**config.mk**
```make
export PLATFORM = sky130hd
export DESIGN_NAME = led_panel_gauge_and_blink_controller_unit_flat
export DESIGN_NICKNAME = d
export VERILOG_FILES = /design/src/design/lpgb_pkg.sv /design/src/design/lpgb_in_if.sv /design/src/design/lpgb_out_if.sv /design/src/design/led_panel_gauge_and_blink_controller_unit.sv /design/src/design/lpgb_render.sv /design/src/flat_wrapper.sv
export VERILOG_INCLUDE_DIRS = /design/src /design/src/design
export SDC_FILE = /design/constraint.sdc
export NUM_CORES = 1
export LEC_CHECK = 0
export ABC_AREA = 0
export BUFFER_PORTS_ARGS = -buffer_cell sky130_fd_sc_hd__buf_4
export CAP_MARGIN = 20
export CORE_MARGIN = 3
export CORE_UTILIZATION = 40
export CTS_BUF_LIST = sky130_fd_sc_hd__clkbuf_4
export CTS_CLUSTER_DIAMETER = 200
export DETAILED_ROUTE_END_ITERATION = 12
export GPL_TIMING_DRIVEN = 0
export HOLD_SLACK_MARGIN = 0.12
export PLACE_DENSITY_LB_ADDON = 0.05
export SLEW_MARGIN = 20
export SYNTH_ARGS = -nofsm -noshare
export SYNTH_HDL_FRONTEND = slang
export SYNTH_SLANG_ARGS = --single-unit
```
**constraint.sdc**
```tcl
create_clock -name clk -period 4.4 [get_ports clk]
set_input_delay 0.22 -clock clk [delete_from_list [all_inputs] [get_ports clk]]
set_output_delay 0.22 -clock clk [all_outputs]
set_load 0.05 [all_outputs]
```
**src/design/led_panel_gauge_and_blink_controller_unit_macros.svh**
```systemverilog
// Assertion macros for the LED panel gauge and blink controller.
// Each macro expects clk and rst_n in scope; ASSERT_OFF drops all checks.
`ifndef LED_PANEL_GAUGE_AND_BLINK_CONTROLLER_UNIT_MACROS_SVH
`define LED_PANEL_GAUGE_AND_BLINK_CONTROLLER_UNIT_MACROS_SVH

`ifndef ASSERT_OFF
// same-cycle implication
`define LPGB_ASSERT_IMP(label, ante, cons, msg) \
    label: assert property (@(posedge clk) disable iff (!rst_n) (ante) |-> (cons)) \
        else $error(msg);
// next-cycle implication
`define LPGB_ASSERT_NXT(label, ante, cons, msg) \
    label: assert property (@(posedge clk) disable iff (!rst_n) (ante) |=> (cons)) \
        else $error(msg);
`else
`define LPGB_ASSERT_IMP(label, ante, cons, msg)
`define LPGB_ASSERT_NXT(label, ante, cons, msg)
`endif

`endif

```
**src/design/lpgb_pkg.sv**
```systemverilog
// Types, codes and timing constants for the LED panel gauge and blink controller.
// No dependencies; used by the channel interfaces, the render logic and the top level.
package lpgb_pkg;

    localparam int CFG_IDX_W  = 2;
    localparam int CFG_DATA_W = 16;

    localparam logic [CFG_IDX_W-1:0] CFG_POWER_ALWAYS_ON   = 2'd0;
    localparam logic [CFG_IDX_W-1:0] CFG_ECO_SHOWS_WIFI    = 2'd1;
    localparam logic [CFG_IDX_W-1:0] CFG_PREVIEW_LINGER_MS = 2'd2;

    typedef enum logic [2:0] {
        ACT_TICK    = 3'd0,
        ACT_UPDATE  = 3'd1,
        ACT_PRESS   = 3'd2,
        ACT_RELEASE = 3'd3,
        ACT_MODE    = 3'd4,
        ACT_AP      = 3'd5
    } action_t;

    localparam int NUM_MARKS          = 5;
    localparam int BLINK_PERIOD_MS    = 1000;
    localparam int BLINK_ON_MS        = 500;
    localparam int MODE_BLANK_MS      = 500;
    localparam int MODE_ON_MS         = 280;
    localparam int MODE_OFF_MS        = 220;
    localparam int MODE_PERIOD_MS     = MODE_ON_MS + MODE_OFF_MS;
    localparam int AP_ON_MS           = 120;
    localparam int AP_OFF_MS          = 120;
    localparam int AP_PERIOD_MS       = AP_ON_MS + AP_OFF_MS;
    localparam int AP_BLINKS          = 6;
    localparam int LINGER_DEFAULT_MS  = 3000;
    localparam int HALF_STEP_TENTHS   = 50;

    localparam logic [7:0] GAUGE_MARKS [NUM_MARKS] = '{8'd40, 8'd50, 8'd60, 8'd70, 8'd80};

    // lower edge of each mark in tenths of a degree
    function automatic logic signed [11:0] gauge_thresh(input int i);
        return 12'(int'(GAUGE_MARKS[i]) * 10 - HALF_STEP_TENTHS);
    endfunction

    typedef struct packed {
        logic [2:0]         action;
        logic signed [11:0] temp_tenths;
        logic               temp_valid;
        logic               master_on;
        logic               heating_any;
        logic               heating_single;
        logic               hot_water_ready;
        logic               link_up;
        logic [7:0]         preview_degrees;
        logic [7:0]         mode_number;
    } in_item_t;

    typedef struct packed {
        logic [4:0] gauge_leds;
        logic       power_led;
        logic       eco_led;
        logic       shower_led;
    } out_item_t;

    typedef struct packed {
        logic        power_always_on;
        logic        eco_shows_wifi;
        logic [15:0] preview_linger_ms;
    } cfg_t;

    // flags: bit0 master, bit1 any heating, bit2 single, bit3 hot water, bit4 link
    typedef struct packed {
        logic signed [11:0] temp;
        logic               temp_ok;
        logic [4:0]         flags;
        logic [7:0]         prev_val;
        logic               prev_down;
        logic [15:0]        prev_left;
        logic [9:0]         blink_ms;
        logic               mode_run;
        logic               mode_blank;
        logic [8:0]         mode_pos;
        logic [7:0]         mode_idx;
        logic [7:0]         mode_total;
        logic               ap_run;
        logic [7:0]         ap_pos;
        logic [2:0]         ap_idx;
    } state_t;

    typedef struct packed {
        logic prev_clear;
        logic mode_end;
        logic ap_end;
    } render_clr_t;

endpackage

```
**src/design/lpgb_in_if.sv**
```systemverilog
// Input item channel: valid/ready handshake with an in_item_t payload.
// Depends on lpgb_pkg.
interface lpgb_in_if;
    import lpgb_pkg::*;

    logic     valid;
    logic     ready;
    in_item_t item;

    modport source (output valid, output item, input ready);
    modport sink (input valid, input item, output ready);
endinterface

```
**src/design/lpgb_out_if.sv**
```systemverilog
// Result item channel: valid/ready handshake with an out_item_t payload.
// Depends on lpgb_pkg.
interface lpgb_out_if;
    import lpgb_pkg::*;

    logic      valid;
    logic      ready;
    out_item_t item;

    modport source (output valid, output item, input ready);
    modport sink (input valid, input item, output ready);
endinterface

```
**src/design/led_panel_gauge_and_blink_controller_unit.sv**
```systemverilog
// LED panel gauge and blink controller, top level.
// Depends on lpgb_pkg, lpgb_in_if, lpgb_out_if, lpgb_render and the macro header.
//
// Usage:
//   in_ch carries one action item (tick, state update, preview press/release,
//   mode or AP animation start); out_ch returns one LED result item per input.
//   Configuration is a plain write port (cfg_we, cfg_index, cfg_data); write
//   it only while no item is in flight.
//   Results are registered: in the output register, or in the skid entry.
//   Throughput: one item per cycle unless in_ch.ready is low; the update and
//   render are combinational between state registers and output register.
//   Stall: a two-entry output (register plus skid) lets one more item enter
//   while a result waits; in_ch.ready drops only while the skid entry is full.
//   Reset: all state clears, the registers take their reset values
//   (preview linger 3000 ms), and both channels come up empty.
//   Animation timing runs from tick items only: the mode animation is 500 ms
//   dark then mode_number+1 blinks (8-bit sum, 255 gives none) of 280/220
//   ms; the AP animation blinks ECO six times at 120/120 ms.
module led_panel_gauge_and_blink_controller_unit (
    input  logic                           clk,
    input  logic                           rst_n,
    input  logic                           cfg_we,
    input  logic [lpgb_pkg::CFG_IDX_W-1:0] cfg_index,
    input  logic [lpgb_pkg::CFG_DATA_W-1:0] cfg_data,
    lpgb_in_if.sink                        in_ch,
    lpgb_out_if.source                     out_ch
);
    import lpgb_pkg::*;

`include "led_panel_gauge_and_blink_controller_unit_macros.svh"

    cfg_t        cfg_reg;
    state_t      st_reg;
    state_t      st_upd;
    state_t      st_next;
    out_item_t   result;
    render_clr_t clr;

    logic        out_valid_reg;
    out_item_t   out_item_reg;
    logic        skid_valid_reg;
    out_item_t   skid_item_reg;
    logic        accept;
    logic        out_take;

    assign in_ch.ready  = !skid_valid_reg;
    assign accept       = in_ch.valid && in_ch.ready;
    assign out_take     = out_valid_reg && out_ch.ready;
    assign out_ch.valid = out_valid_reg;
    assign out_ch.item  = out_item_reg;

    // configuration
    always_ff @(posedge clk or negedge rst_n)
    begin
        if (!rst_n)
        begin
            cfg_reg.power_always_on   <= 1'b0;
            cfg_reg.eco_shows_wifi    <= 1'b0;
            cfg_reg.preview_linger_ms <= 16'(LINGER_DEFAULT_MS);
        end
        else if (cfg_we)
        begin
            case (cfg_index)
                CFG_POWER_ALWAYS_ON:   cfg_reg.power_always_on   <= cfg_data[0];
                CFG_ECO_SHOWS_WIFI:    cfg_reg.eco_shows_wifi    <= cfg_data[0];
                CFG_PREVIEW_LINGER_MS: cfg_reg.preview_linger_ms <= cfg_data[15:0];
                default: ;
            endcase
        end
    end

    // apply the item's action
    always_comb
    begin
        st_upd = st_reg;
        case (in_ch.item.action)
            ACT_TICK:
            begin
                st_upd.blink_ms = (st_reg.blink_ms == 10'(BLINK_PERIOD_MS - 1)) ? 10'd0
                                  : st_reg.blink_ms + 10'd1;
                if (st_reg.prev_left != 16'd0)
                begin
                    st_upd.prev_left = st_reg.prev_left - 16'd1;
                end
                if (st_reg.mode_run)
                begin
                    if (st_reg.mode_blank && st_reg.mode_pos == 9'(MODE_BLANK_MS - 1))
                    begin
                        st_upd.mode_pos   = 9'd0;
                        st_upd.mode_blank = 1'b0;
                    end
                    else if (!st_reg.mode_blank
                             && st_reg.mode_pos == 9'(MODE_PERIOD_MS - 1))
                    begin
                        st_upd.mode_pos = 9'd0;
                        if (st_reg.mode_idx != 8'hFF)
                        begin
                            st_upd.mode_idx = st_reg.mode_idx + 8'd1;
                        end
                    end
                    else
                    begin
                        st_upd.mode_pos = st_reg.mode_pos + 9'd1;
                    end
                end
                if (st_reg.ap_run)
                begin
                    if (st_reg.ap_pos == 8'(AP_PERIOD_MS - 1))
                    begin
                        st_upd.ap_pos = 8'd0;
                        if (st_reg.ap_idx != 3'(AP_BLINKS))
                        begin
                            st_upd.ap_idx = st_reg.ap_idx + 3'd1;
                        end
                    end
                    else
                    begin
                        st_upd.ap_pos = st_reg.ap_pos + 8'd1;
                    end
                end
            end
            ACT_UPDATE:
            begin
                st_upd.temp    = in_ch.item.temp_tenths;
                st_upd.temp_ok = in_ch.item.temp_valid;
                st_upd.flags   = {in_ch.item.link_up, in_ch.item.hot_water_ready,
                                  in_ch.item.heating_single, in_ch.item.heating_any,
                                  in_ch.item.master_on};
            end
            ACT_PRESS:
            begin
                st_upd.prev_val  = in_ch.item.preview_degrees;
                st_upd.prev_down = 1'b1;
            end
            ACT_RELEASE:
            begin
                st_upd.prev_down = 1'b0;
                st_upd.prev_left = (cfg_reg.preview_linger_ms != 16'd0)
                                   ? cfg_reg.preview_linger_ms : 16'(LINGER_DEFAULT_MS);
            end
            ACT_MODE:
            begin
                st_upd.mode_run   = 1'b1;
                st_upd.mode_blank = 1'b1;
                st_upd.mode_pos   = 9'd0;
                st_upd.mode_idx   = 8'd0;
                st_upd.mode_total = in_ch.item.mode_number + 8'd1;
            end
            ACT_AP:
            begin
                st_upd.ap_run = 1'b1;
                st_upd.ap_pos = 8'd0;
                st_upd.ap_idx = 3'd0;
            end
            default: ;
        endcase
    end

    lpgb_render u_render (
        .cfg  (cfg_reg),
        .st   (st_upd),
        .leds (result),
        .clr  (clr)
    );

    // drop whatever the render found finished
    always_comb
    begin
        st_next = st_upd;
        if (clr.prev_clear)
        begin
            st_next.prev_val = 8'd0;
        end
        if (clr.mode_end)
        begin
            st_next.mode_run = 1'b0;
        end
        if (clr.ap_end)
        begin
            st_next.ap_run = 1'b0;
        end
    end

    always_ff @(posedge clk or negedge rst_n)
    begin
        if (!rst_n)
        begin
            st_reg <= '0;
        end
        else if (accept)
        begin
            st_reg <= st_next;
        end
    end

    // output register with one skid entry
    always_ff @(posedge clk or negedge rst_n)
    begin
        if (!rst_n)
        begin
            out_valid_reg  <= 1'b0;
            skid_valid_reg <= 1'b0;
        end
        else if (out_take)
        begin
            if (skid_valid_reg)
            begin
                skid_valid_reg <= 1'b0;
            end
            else
            begin
                out_valid_reg <= accept;
            end
        end
        else if (!out_valid_reg)
        begin
            out_valid_reg <= accept;
        end
        else if (accept)
        begin
            skid_valid_reg <= 1'b1;
        end
    end

    always_ff @(posedge clk)
    begin
        if (out_take && skid_valid_reg)
        begin
            out_item_reg <= skid_item_reg;
        end
        else if (accept && (out_take || !out_valid_reg))
        begin
            out_item_reg <= result;
        end
        if (accept && out_valid_reg && !out_take)
        begin
            skid_item_reg <= result;
        end
    end

    `LPGB_ASSERT_IMP(a_skid_behind_out, skid_valid_reg, out_valid_reg,
                     "skid entry held with empty output register")
    `LPGB_ASSERT_IMP(a_mode_idx_bound, st_reg.mode_run, st_reg.mode_idx <= st_reg.mode_total,
                     "mode blink index past its total while running")
    `LPGB_ASSERT_IMP(a_ap_idx_bound, st_reg.ap_run, st_reg.ap_idx < 3'(AP_BLINKS),
                     "AP blink index past its end while running")
    `LPGB_ASSERT_NXT(a_mode_start, accept && in_ch.item.action == ACT_MODE,
                     st_reg.mode_run && st_reg.mode_blank,
                     "mode animation did not start in its dark phase")

endmodule

```
**src/design/lpgb_render.sv**
```systemverilog
// Panel render: gauge, status LEDs and animation overrides from the updated state.
// Depends on lpgb_pkg; also reports which pieces of state end at this render.
module lpgb_render (
    input  lpgb_pkg::cfg_t        cfg,
    input  lpgb_pkg::state_t      st,
    output lpgb_pkg::out_item_t   leds,
    output lpgb_pkg::render_clr_t clr
);
    import lpgb_pkg::*;

    logic [NUM_MARKS-1:0] ge;
    logic [NUM_MARKS-1:0] chain;
    logic [NUM_MARKS-1:0] next_mark;
    logic [NUM_MARKS-1:0] prev_hit;
    logic                 master;
    logic                 prev_active;
    logic                 blink_on;

    always_comb
    begin
        for (int i = 0; i < NUM_MARKS; i++)
        begin
            ge[i]       = st.temp >= gauge_thresh(i);
            prev_hit[i] = GAUGE_MARKS[i] == st.prev_val;
        end
        // lit run from the bottom mark; the first gap is the next mark
        chain[0]     = ge[0];
        next_mark[0] = !ge[0];
        for (int i = 1; i < NUM_MARKS; i++)
        begin
            chain[i]     = chain[i-1] && ge[i];
            next_mark[i] = chain[i-1] && !ge[i];
        end
    end

    assign master      = st.flags[0];
    assign prev_active = (st.prev_val != 8'd0) && (st.prev_down || (st.prev_left != 16'd0));
    assign blink_on    = st.flags[1] && (st.blink_ms < 10'(BLINK_ON_MS));

    always_comb
    begin
        leds = '0;
        clr  = '0;

        if (prev_active)
        begin
            leds.gauge_leds = prev_hit;
        end
        else
        begin
            clr.prev_clear = st.prev_val != 8'd0;
            if (master && st.temp_ok)
            begin
                leds.gauge_leds = chain | (blink_on ? next_mark : '0);
            end
        end

        leds.power_led  = master && (cfg.power_always_on || st.flags[1]);
        leds.shower_led = master && st.flags[3];
        leds.eco_led    = cfg.eco_shows_wifi ? st.flags[4] : (master && st.flags[2]);

        if (st.ap_run)
        begin
            if (st.ap_idx >= 3'(AP_BLINKS))
            begin
                clr.ap_end = 1'b1;
            end
            else
            begin
                leds.eco_led = st.ap_pos < 8'(AP_ON_MS);
            end
        end

        if (st.mode_run)
        begin
            if (st.mode_blank)
            begin
                leds.power_led  = 1'b0;
                leds.eco_led    = 1'b0;
                leds.shower_led = 1'b0;
            end
            else if (st.mode_idx >= st.mode_total)
            begin
                clr.mode_end = 1'b1;
            end
            else
            begin
                leds.power_led  = st.mode_pos < 9'(MODE_ON_MS);
                leds.eco_led    = st.mode_pos < 9'(MODE_ON_MS);
                leds.shower_led = st.mode_pos < 9'(MODE_ON_MS);
            end
        end
    end

endmodule

```
**src/flat_wrapper.sv**
```systemverilog
// flat-port wrapper written by rule: the top's interface ports become plain ports
module led_panel_gauge_and_blink_controller_unit_flat import lpgb_pkg::*;
  (clk, rst_n, cfg_we, cfg_index, cfg_data, in_ch_valid, in_ch_item, in_ch_ready, out_ch_valid, out_ch_item, out_ch_ready);
  lpgb_in_if in_ch_i ();
  lpgb_out_if out_ch_i ();
  input  logic clk;
  input  logic rst_n;
  input  logic cfg_we;
  input  logic [lpgb_pkg::CFG_IDX_W-1:0] cfg_index;
  input  logic [lpgb_pkg::CFG_DATA_W-1:0] cfg_data;
  input wire logic [$bits(in_ch_i.valid)-1:0] in_ch_valid;
  input wire logic [$bits(in_ch_i.item)-1:0] in_ch_item;
  output wire logic [$bits(in_ch_i.ready)-1:0] in_ch_ready;
  output wire logic [$bits(out_ch_i.valid)-1:0] out_ch_valid;
  output wire logic [$bits(out_ch_i.item)-1:0] out_ch_item;
  input wire logic [$bits(out_ch_i.ready)-1:0] out_ch_ready;
  assign in_ch_i.valid = in_ch_valid;
  assign in_ch_i.item = in_ch_item;
  assign in_ch_ready = in_ch_i.ready;
  assign out_ch_valid = out_ch_i.valid;
  assign out_ch_item = out_ch_i.item;
  assign out_ch_i.ready = out_ch_ready;
  led_panel_gauge_and_blink_controller_unit u_core (.clk(clk), .rst_n(rst_n), .cfg_we(cfg_we), .cfg_index(cfg_index), .cfg_data(cfg_data), .in_ch(in_ch_i), .out_ch(out_ch_i));
endmodule
```
==> results.md <==
- Final instance area: 9820 sq um
- Slew headroom: 0.408
- Post-synth cell types: 82
- Initial Util: 0.412
- Final period util: 0.944
- CP Launch Type: register
- Final hold slack: 0.176 ns
- DR iter-0 viols: 524
- Worst path required time: 4.72 ns
- Number of synthesized flops with an enable pin: 16
- Ys Warns: 0
- Clk_skew: 0.0213 ns
- RSZ-0062 raised after global routing: no
- Crit Path Category: register to register
- Status: complete, no violations
- Switching portion of total power: 0.425
- Area Overhead vs Synth: 20.8%
- Reported net switching power: 1.95 mW
- FF+latch count, synth: 127
- Clock Pin Slew Worst Setup and Hold Paths: 0.13 ns
- Die H: 149 um
- Post-synth ARST share: 0.874
- Die area: 22100 sq um
- Maximum vdd ir drop: 0.221 mV
- Area leader, netlist: dfrtp_1
- Total GRT Usage: 0.225
- Top cells by count, synth: nand2_1 (126), dfrtp_1 (104), o21ai_0 (98)
- Remaining antenna violation count: 0
- Count leader, synth: nand2_1
- Clk buf depth: 2
- Post-Synthesis Cells: 931
- # DRC: 0
- Chip Width: 149 um
- Power Density: 468 nW/um^2
- Number of max-cap violations: 0
- Clock root cell: clkbuf_4
- Overall Power: 4.59 mW
- Yosys top cell area share: 0.320
- Peak Freq: 241 MHz
- Syn Nets: 1008
- Combinational Power Share: 0.418
- Share of layout cells above drive strength 1: 0.174
- Final net count: 1145
- Placed Area: 8990 sq um
- Core area: 19700 sq um
- PortBufs: 67
- HPWL Detailed: 17.6 mm
- Cell Count, Final, Fillers Out: 1347
- Worst-Margin Slew: 0.887 ns
- Post-layout util: 0.498
- CP arrival: 4.47 ns
- Mapped Area: 8130 sq um
- # H-tree levels: 4
- Vias per inst: 5.69
- Top area cells in the synthesized netlist: dfrtp_1 (32%), o21ai_0 (6.0%), edfxtp_1 (5.9%), nand2_1 (5.8%), mux2_2 (5.0%)
- CP max FO: 8
- Reg power frac: 0.399
- Register area share after synthesis: 0.402
- Vias in the first global route: 7363
- Number of cell rows: 51
- Post-route minimum period: 4.15 ns
- Post-Syn Area per Cell: 8.73 sq um
- Max Slew Vio Count: 0
- Clk_lat worst skew: 0.55 ns
- Leak Pwr: 3.99 nW
- Final setup violation count: 0
- Largest net degree at the start of global routing: 73
- Clk pwr share: 0.184
- Top FF cell, synth: dfrtp_1
- Fin. Hold Viols: 0
- IO Pins: 70
- 1st-pass router iterations: 5
- Cell Count Post-Placement: 1264
- Cell-internal power: 2.64 mW
- WL/cell: 18.1 um
- Dpl ws: -0.494 ns
- Final WL: 24.4 mm
- CTS tree: done
- Initial antenna violation count: 1
- Sum of negative setup slack: 0 ns
- Routed vias: 7663
- Kind of end point of the critical path: register
- GRT overflow: 0
- Final worst setup slack: 0.245 ns
- Max FFs per register: 90
- # clock sinks: 127
- Global-route wire length before repair: 39.5 mm
- RePlAce Congestion: 0.940
- Total CTS buffers: 17
- Worst hold path type: input pin to register
==> path summary, 6_finish.rpt <==
kind                            slack (ns)              start                    end  cells after the start
worst max-delay path                  0.25  u_core.st_reg[33]  u_core.out_ch.item[2]                     17
worst min-delay path                  0.18     in_ch_item[10]      u_core.st_reg[68]                      3
worst max register to register        0.25  u_core.st_reg[33]  u_core.out_ch.item[2]                     17
worst min register to register        0.49  u_core.st_reg[91]      u_core.st_reg[91]                      2
max in group asynchronous             2.54              rst_n       u_core.st_reg[8]                      4
min in group asynchronous             0.63              rst_n       u_core.st_reg[1]                      3
==> what timing repair did <==
item,4_1_cts,5_1_grt
endpoints found under the hold margin,154,0
hold buffers,50,0
gates resized for setup,3,2
endpoints found under the setup margin,7,4
buffers inserted,0,2
pin swaps,1,2
==> layout make-up <==
class	count	area, sq um
antenna	1	2.50
buffer	54	239
clock buffer	17	128
clock inverter	15	160
fill	1923	9900
inverter	20	75.1
multi-input combinational	728	4560
sequential	127	3270
tap	265	332
timing repair buffer	120	1050
==> worst max-delay path: stages, from the launching register on <==
cell,delay [ns]
dfrtp_1,0.51
nand4_1,0.21
nor4_4,0.23
buf_4,0.18
nand2_1,0.17
nor3_1,0.29
mux2i_1,0.21
nor2_1,0.07
a21o_1,0.20
ha_1,0.29
a21o_1,0.15
a21o_1,0.17
a21oi_1,0.14
o21ai_0,0.11
a21oi_1,0.27
o22ai_1,0.20
a21o_1,0.25
mux2_2,0.28
==> routing by layer <==
metal	wire, um	share of wire	up-vias	track usage
met5	0	0	-	0
met4	514	0.021	0	0.0684
met3	1000	0.041	34	0.0381
met2	11300	0.46	185	0.362
met1	11600	0.47	3692	0.313
li1	-	-	3752	-
==> cell usage in the layout, fill, tap and decap left out, types with 20 or more instances in the layout <==
cell,synthesis,final
nand2_1,126,126
dfrtp_1,104,104
o21ai_0,98,98
buf_4,2,70
nor2_1,63,63
a21oi_1,52,52
dlygate4sd3_1,0,50
clkbuf_1,40,37
mux2_2,36,36
nand3_1,34,34
nor3_1,32,32
inv_1,20,20
a31oi_1,20,20
==> cell families (layout without fill, tap and decap cells) <==
group	Yosys count	after routing	share of synthesized area
compound gates	272	272	0.211
xor+xnor	17	17	0.0183
fa+ha+maj	17	17	0.0262
buf+inv	76	226	0.0394
flops	127	127	0.402
mux	50	50	0.0671
other cells	0	1	0
simple gates	372	372	0.236
==> power by group through the flow <==
stage	clock network (mW)	registers, mW	logic (mW)
finish	0.845	1.83	1.92
global route	0.927	1.87	2.11
CTS	0.873	1.82	1.91
detailed placement	0	1.85	1.86
global placement	0	1.84	1.86
floorplan	0	1.90	1.20
(Power assumes the default switching activity.)
